## src/sha3_pkg.sv

```systemverilog
// shared types, constants and the keccak-f[1600] round function for the sha3-256 block
package sha3_pkg;

    localparam int unsigned RATE_LANES = 17;
    localparam int unsigned NUM_ROUNDS = 24;
    localparam int unsigned LANE_W     = 64;

    localparam logic [7:0]        PAD_DOMAIN = 8'h06;
    localparam logic [LANE_W-1:0] PAD_END    = 64'h8000_0000_0000_0000;

    // rotation offsets indexed [x][y]
    localparam int unsigned RHO_OFFSET [0:4][0:4] = '{
        '{ 0, 36,  3, 41, 18},
        '{ 1, 44, 10, 45,  2},
        '{62,  6, 43, 15, 61},
        '{28, 55, 25, 21, 56},
        '{27, 20, 39,  8, 14}
    };

    typedef logic [24:0][LANE_W-1:0] t_lanes;
    typedef logic [3:0][LANE_W-1:0]  t_digest;

    typedef enum logic [1:0] {
        ST_IDLE,
        ST_ROUND,
        ST_PAD,
        ST_FINISH
    } t_state;

    // commands from the controller to the datapath
    typedef struct packed {
        logic       absorb;     // xor the input word into the current lane
        logic       pad_short;  // input is a short last word: mask, pad, close block
        logic       pad_full;   // pad after a full last word
        logic       round_en;   // run one keccak round
        logic [4:0] round_idx;
        logic       load_out;   // hand the digest over and clear the sponge
    } t_dp_cmd;

    typedef struct packed {
        logic block_full;       // next absorbed word completes the rate part
    } t_dp_status;

    function automatic logic [LANE_W-1:0] round_const(input logic [4:0] idx);
        logic [LANE_W-1:0] rc;
        case (idx)
            5'd0:    rc = 64'h0000_0000_0000_0001;
            5'd1:    rc = 64'h0000_0000_0000_8082;
            5'd2:    rc = 64'h8000_0000_0000_808A;
            5'd3:    rc = 64'h8000_0000_8000_8000;
            5'd4:    rc = 64'h0000_0000_0000_808B;
            5'd5:    rc = 64'h0000_0000_8000_0001;
            5'd6:    rc = 64'h8000_0000_8000_8081;
            5'd7:    rc = 64'h8000_0000_0000_8009;
            5'd8:    rc = 64'h0000_0000_0000_008A;
            5'd9:    rc = 64'h0000_0000_0000_0088;
            5'd10:   rc = 64'h0000_0000_8000_8009;
            5'd11:   rc = 64'h0000_0000_8000_000A;
            5'd12:   rc = 64'h0000_0000_8000_808B;
            5'd13:   rc = 64'h8000_0000_0000_008B;
            5'd14:   rc = 64'h8000_0000_0000_8089;
            5'd15:   rc = 64'h8000_0000_0000_8003;
            5'd16:   rc = 64'h8000_0000_0000_8002;
            5'd17:   rc = 64'h8000_0000_0000_0080;
            5'd18:   rc = 64'h0000_0000_0000_800A;
            5'd19:   rc = 64'h8000_0000_8000_000A;
            5'd20:   rc = 64'h8000_0000_8000_8081;
            5'd21:   rc = 64'h8000_0000_0000_8080;
            5'd22:   rc = 64'h0000_0000_8000_0001;
            5'd23:   rc = 64'h8000_0000_8000_8008;
            default: rc = '0;
        endcase
        return rc;
    endfunction

    // one round: theta, rho, pi, chi, iota
    function automatic t_lanes keccak_round(input t_lanes a, input logic [LANE_W-1:0] rc);
        logic [4:0][LANE_W-1:0] c;
        logic [4:0][LANE_W-1:0] d;
        t_lanes                 t;
        t_lanes                 b;
        t_lanes                 r;
        logic [2*LANE_W-1:0]    dbl;
        for (int x = 0; x < 5; x++) begin
            c[x] = a[x] ^ a[x+5] ^ a[x+10] ^ a[x+15] ^ a[x+20];
        end
        for (int x = 0; x < 5; x++) begin
            d[x] = c[(x+4)%5] ^ {c[(x+1)%5][LANE_W-2:0], c[(x+1)%5][LANE_W-1]};
        end
        for (int x = 0; x < 5; x++) begin
            for (int y = 0; y < 5; y++) begin
                t[x+5*y] = a[x+5*y] ^ d[x];
            end
        end
        for (int x = 0; x < 5; x++) begin
            for (int y = 0; y < 5; y++) begin
                dbl = {t[x+5*y], t[x+5*y]} << RHO_OFFSET[x][y];
                b[y+5*((2*x+3*y)%5)] = dbl[2*LANE_W-1:LANE_W];
            end
        end
        for (int x = 0; x < 5; x++) begin
            for (int y = 0; y < 5; y++) begin
                r[x+5*y] = b[x+5*y] ^ (~b[(x+1)%5+5*y] & b[(x+2)%5+5*y]);
            end
        end
        r[0] = r[0] ^ rc;
        return r;
    endfunction

endpackage

```

## src/sha3_ctrl.sv

```systemverilog
// controller: absorb sequencing, round counting, padding and digest handover
module sha3_ctrl (
    input  logic                 i_clk,
    input  logic                 i_rst_n,
    input  logic                 i_in_valid,
    input  logic                 i_in_last,
    input  logic [3:0]           i_in_count,
    input  sha3_pkg::t_dp_status i_status,
    input  logic                 i_out_busy,
    output logic                 o_in_ready,
    output sha3_pkg::t_dp_cmd    o_cmd
);

    sha3_pkg::t_state r_state;
    sha3_pkg::t_state n_state;
    logic [4:0]       r_round;
    logic [4:0]       n_round;
    logic             r_final;
    logic             n_final;
    logic             r_pad_pend;
    logic             n_pad_pend;

    logic             accept;
    logic             count_full;
    logic             last_round;

    assign accept     = (r_state == sha3_pkg::ST_IDLE) && i_in_valid;
    // counts of eight and above take the whole word
    assign count_full = i_in_count[3];
    assign last_round = (r_round == 5'(sha3_pkg::NUM_ROUNDS - 1));

    always_comb begin
        n_state    = r_state;
        n_round    = r_round;
        n_final    = r_final;
        n_pad_pend = r_pad_pend;
        case (r_state)
            sha3_pkg::ST_IDLE: begin
                if (i_in_valid) begin
                    if (i_in_last && !count_full) begin
                        n_state = sha3_pkg::ST_ROUND;
                        n_final = 1'b1;
                    end else if (i_in_last) begin
                        if (i_status.block_full) begin
                            n_state    = sha3_pkg::ST_ROUND;
                            n_pad_pend = 1'b1;
                        end else begin
                            n_state = sha3_pkg::ST_PAD;
                        end
                    end else if (i_status.block_full) begin
                        n_state = sha3_pkg::ST_ROUND;
                    end
                end
            end
            sha3_pkg::ST_ROUND: begin
                n_round = r_round + 5'd1;
                if (last_round) begin
                    n_round = '0;
                    if (r_final) begin
                        n_state = sha3_pkg::ST_FINISH;
                    end else if (r_pad_pend) begin
                        n_state    = sha3_pkg::ST_PAD;
                        n_pad_pend = 1'b0;
                    end else begin
                        n_state = sha3_pkg::ST_IDLE;
                    end
                end
            end
            sha3_pkg::ST_PAD: begin
                n_state = sha3_pkg::ST_ROUND;
                n_final = 1'b1;
            end
            sha3_pkg::ST_FINISH: begin
                if (!i_out_busy) begin
                    n_state = sha3_pkg::ST_IDLE;
                    n_final = 1'b0;
                end
            end
            default: begin
                n_state = sha3_pkg::ST_IDLE;
            end
        endcase
    end

    always_comb begin
        o_in_ready      = 1'b0;
        o_cmd           = '0;
        o_cmd.round_idx = r_round;
        case (r_state)
            sha3_pkg::ST_IDLE: begin
                o_in_ready      = 1'b1;
                o_cmd.absorb    = accept;
                o_cmd.pad_short = accept && i_in_last && !count_full;
            end
            sha3_pkg::ST_ROUND: begin
                o_cmd.round_en = 1'b1;
            end
            sha3_pkg::ST_PAD: begin
                o_cmd.pad_full = 1'b1;
            end
            sha3_pkg::ST_FINISH: begin
                o_cmd.load_out = !i_out_busy;
            end
            default: begin
                o_in_ready = 1'b0;
            end
        endcase
    end

    always_ff @(posedge i_clk) begin
        if (!i_rst_n) begin
            r_state    <= sha3_pkg::ST_IDLE;
            r_round    <= '0;
            r_final    <= 1'b0;
            r_pad_pend <= 1'b0;
        end else begin
            r_state    <= n_state;
            r_round    <= n_round;
            r_final    <= n_final;
            r_pad_pend <= n_pad_pend;
        end
    end

endmodule

```

## config.mk

```make
export PLATFORM = sky130hd
export DESIGN_NAME = sha3_ctrl
export DESIGN_NICKNAME = d
export VERILOG_FILES = /design/src/sha3_pkg.sv /design/src/sha3_ctrl.sv
export SDC_FILE = /design/constraint.sdc
export NUM_CORES = 1
export LEC_CHECK = 0
export BUFFER_PORTS_ARGS = -buffer_cell sky130_fd_sc_hd__buf_2
export CAP_MARGIN = 10
export CORE_AREA = 5 5 42 44
export CTS_CLUSTER_DIAMETER = 100
export CTS_CLUSTER_SIZE = 25
export DETAILED_ROUTE_END_ITERATION = 10
export DIE_AREA = 0 0 47 49
export PLACE_DENSITY = 0.69
export SLEW_MARGIN = 20
export SYNTH_ARGS = -nofsm -noshare
export SYNTH_HDL_FRONTEND = slang
export SYNTH_SLANG_ARGS = --single-unit
```

## constraint.sdc

```tcl
create_clock -name i_clk -period 1.3 [get_ports i_clk]
set_input_delay 0.13 -clock i_clk [delete_from_list [all_inputs] [get_ports i_clk]]
set_output_delay 0.13 -clock i_clk [all_outputs]
set_load 0.03 [all_outputs]
```

* Yosys cells after proc, flatten, opt, wreduce, memory -nomap -nowiden
Index checks and enable logic that the tools add are counted.
Storage, ports and cells: flip-flop bits (word level) 9, bits of input ports 10, output and inout port bits 11, logic and storage cells 57
Operators by class: $add $sub $neg 1, equality and inequality tests 13, multiplexer cells 27, reductions and logical operators 12
Operators by type and width (count):
- 2-bit 2-to-1 mux | 10
- 2-bit != test, second input constant | 7
- 1-bit 2-to-1 mux | 13
- 2-bit case mux with 4 select lines | 1
- 4-bit AND reduction | 2
- 7-bit AND reduction | 1
- 5-bit by 1-bit adder with 5-bit output, second input constant | 1
- 5-bit equality test, second input constant | 1
- 5-bit 2-to-1 mux | 1
- 2-bit equality test, second input constant | 2
- 1-bit logical AND | 4
- 4-bit by 3-bit != test with 1-bit output, second input constant | 1
- 1-bit case mux with 3 select lines | 1
- 3-bit nonzero test | 1
- 2-bit by 1-bit equality test with 1-bit output, second input constant | 1
- 1-bit logical NOT | 2
- 2-bit logical NOT | 1
- 2-bit by 1-bit != test with 1-bit output, second input constant | 1
- 1-bit case mux with 2 select lines | 1
- 2-bit nonzero test | 1

* Logic depth before layout (Yosys ltp)
depth in word-level cells 5, mapped depth 5, gate-level depth less buffers 4

* Worst setup path after synthesis
Ideal clock, no wire load.
path type reg2out, start reg r_state[0], end out o_cmd[8] (netlist bit), arrival time 1.453 ns, required time 1.170 ns, setup slack -0.283 ns, cell stages (with the launch flop) 3, buffers on the path 1, cells stage by stage dfxtp_1 -> buf_4 -> nor4_1
RTL lines:
- start, declared | line sha3_ctrl.sv:14 | sha3_pkg::t_state r_state;
- start signal, assigned | line sha3_ctrl.sv:112 | r_state <= sha3_pkg::ST_IDLE;
- start signal, assigned | line sha3_ctrl.sv:117 | r_state <= n_state;
- end, declared | line sha3_ctrl.sv:11 | output sha3_pkg::t_dp_cmd o_cmd

==> results.json <==
{
  "clk_latency_ns": 0.25,
  "cts_tree": "done",
  "synth_top_area_share_pct": 34.95,
  "yosys_register_bits": 9,
  "slew_headroom_pct": 81.11,
  "synth_ff_type": "dfxtp_1",
  "wl_mm": 1.337,
  "io_pins": 21,
  "cts_buffers": 3,
  "h-tree-depth": 1,
  "timing_max_transition_violations_final": 0,
  "clock_sinks": 9,
  "grt_pass1_vias": 514,
  "ant_nets": 0,
  "p_leak_uw": 0.0003438,
  "grtUsageTotal_pct": 12.76,
  "crit_buf_inv": 2,
  "worstSetupEndpointType": "output port",
  "avgSynthCellArea_um2": 8.592,
  "period_needed_ns": 1.314,
  "clkTransAtPathRegs_ns": 0.06,
  "start_kind": "register",
  "synth_cell_types": 32,
  "drive_gt1_share_pct": 49.43,
  "grt_max_degree": 9,
  "area_growth_pct": 52.43,
  "yosysWarnings": 0,
  "rows": 14,
  "die_w_um": 47,
  "synth_nets": 71,
  "hpwl_um": 962.1,
  "rsz0062_at_grt": "yes",
  "worstPathCellList": "buf_6 -> nor4_4 -> buf_4",
  "finalCritPeriodShare_pct": 101.0,
  "dr_total_vias": 546,
  "violations": "setup timing",
  "cp.arrival_ns": 1.18,
  "final_core_util_pct": 56.07,
  "cp_max_fo": 5,
  "routed_via_density": 5.301,
  "finalNetCount": 99,
  "cts.path.max_buffers": 2,
  "place.gp.congestion": 0.7530,
  "slowest_stage": "dfxtp_4",
  "async_flop_share_pct": 0,
  "slowest_delay_ns": 0.36,
  "synth-edff-count": 0,
  "synth_most_common_cell": "dfxtp_1",
  "hold_viol": 0,
  "wl_per_cell_um": 12.98,
  "pwr_density_cell_nw_per_um2": 889.4,
  "syn-cell-area_um2": 515.5,
  "synth_commonest_cells": "dfxtp_1 (9), a21oi_1 (6)",
  "firstDrtPassIters": 2,
  "setup_ws_ns": -0.01356,
  "max_cap_viol_count": 0,
  "overflow": 0,
  "drcViolationCount": 0,
  "synth.area.top_cells": "dfxtp_1 (35%), a21oi_1 (5.8%), o21ai_0 (3.9%)",
  "fill_cells": 139,
  "clockRootBuffer": "clkbuf_4",
  "port_buffers": 17,
  "drt_iter0_markers": 1,
  "dp_cells": 96,
  "crit_type": "register to output port",
  "final_cells": 103,
  "synthCells": 60,
  "crit_required_ns": 1.17,
  "hold_class": "primary input to register",
  "coreArea_um2": 1401,
  "ys_seq_area_share_pct": 34.95,
  "n_antenna_cell": 0,
  "fin_worst_skew_ns": 0.004197,
  "dieArea_um2": 2303,
  "start_util_pct": 36.79,
  "grt_first_pass_wirelength_mm": 2.111,
  "die_h_um": 49,
  "max_freq_ghz": 0.7613,
  "path_delay_family": "flip-flops",
  "yosys.area.top_type": "dfxtp_1",
  "antenna_found_initial": 0,
  "worstMarginPinSlew_ns": 0.2831,
  "setup-violations-final": 1,
  "ir_worst_vdd_v": 0.0003629,
  "outcome": "complete, but fails checks"
}
stage by stage:
stage / hold slack [ns] / instance area (um2) / worst slack [ns] / setup TNS [ns] / total power (uW)
floorplan: 0.2769 / 553.0 / -0.02618 / -0.04296 / 416.8
global placement: 0.3972 / 683.2 / 0.04887 / 0 / 462.5
detailed placement: 0.4009 / 683.2 / 0.03199 / 0 / 465.1
CTS: 0.1257 / 740.7 / -0.0004403 / -0.0004403 / 688.5
global route: 0.1252 / 785.8 / -0.09764 / -0.1975 / 746.1
finish: 0.1285 / 785.8 / -0.01356 / -0.01356 / 698.9
area by class of cell:
type	count	area, um2	share of cell area, %
repair buffers	25	175.2	22.29
flip-flops and latches	9	197.7	25.16
clock buffers	4	26.28	3.344
well taps	16	20.02	2.548
multi-input cells	45	351.6	44.75
inverters	4	15.01	1.911
timing repair:
item                       in CTS  in global routing
pin swaps                       2                  2
resized for setup              10                  7
cloned                          0                  0
buffers inserted                1                  2
setup endpoints to repair       5                  8
hold buffers                    0                  0
state kept, by name, summed over array words and instances, names as in the netlist:
| register | count |
|---|---|
| r_round | 5 |
| r_state | 2 |
| r_final | 1 |
| r_pad_pend | 1 |
worst paths after layout:
path	start	end	slack, ns	depth (start not counted)
max	r_state[0]	o_cmd[8]	-0.01	3
min	i_rst_n	r_state[1]	0.13	2
max reg2reg	r_round[0]	r_round[4]	0.02	4
min reg2reg	r_round[1]	r_round[1]	0.50	2
metal layers:
metal | share of wire (%) | GRT usage (%)
met1 | 45 | 15.86
met2 | 48 | 17.65
met3 | 4.9 | 2.583
met4 | 2.0 | 11.06
met5 | 0 | 0
logic make-up after synthesis:
family | share of synthesized area (%)
simple gates | 31.80
fa+ha+maj | 2.427
xor+xnor | 1.699
mux | 1.942
compound gates | 21.85
buf+inv | 5.339
flops | 34.95
cells in the final DEF, fill, tap and decap left out, types with 2 or more instances in the layout:
cell type,netlist,layout
nor2_1,4,3
buf_2,1,14
buf_4,1,6
nand2b_1,2,2
nand3b_1,2,2
clkbuf_4,0,3
a21oi_1,6,5
inv_1,4,3
o21ai_0,4,4
dfxtp_2,0,2
buf_6,0,4
dfxtp_1,9,3
dfxtp_4,0,4
nand2_1,4,4
where the power goes:
group / total (uW) / internal (uW) / switching (uW) / leakage (uW)
logic: 187 / 84.9 / 102 / 0.000252
registers: 302 / 286 / 15.8 / 0.0000771
clock network: 210 / 118 / 92.4 / 0.0000150
No activity file was read; power rests on OpenSTA's default activity.
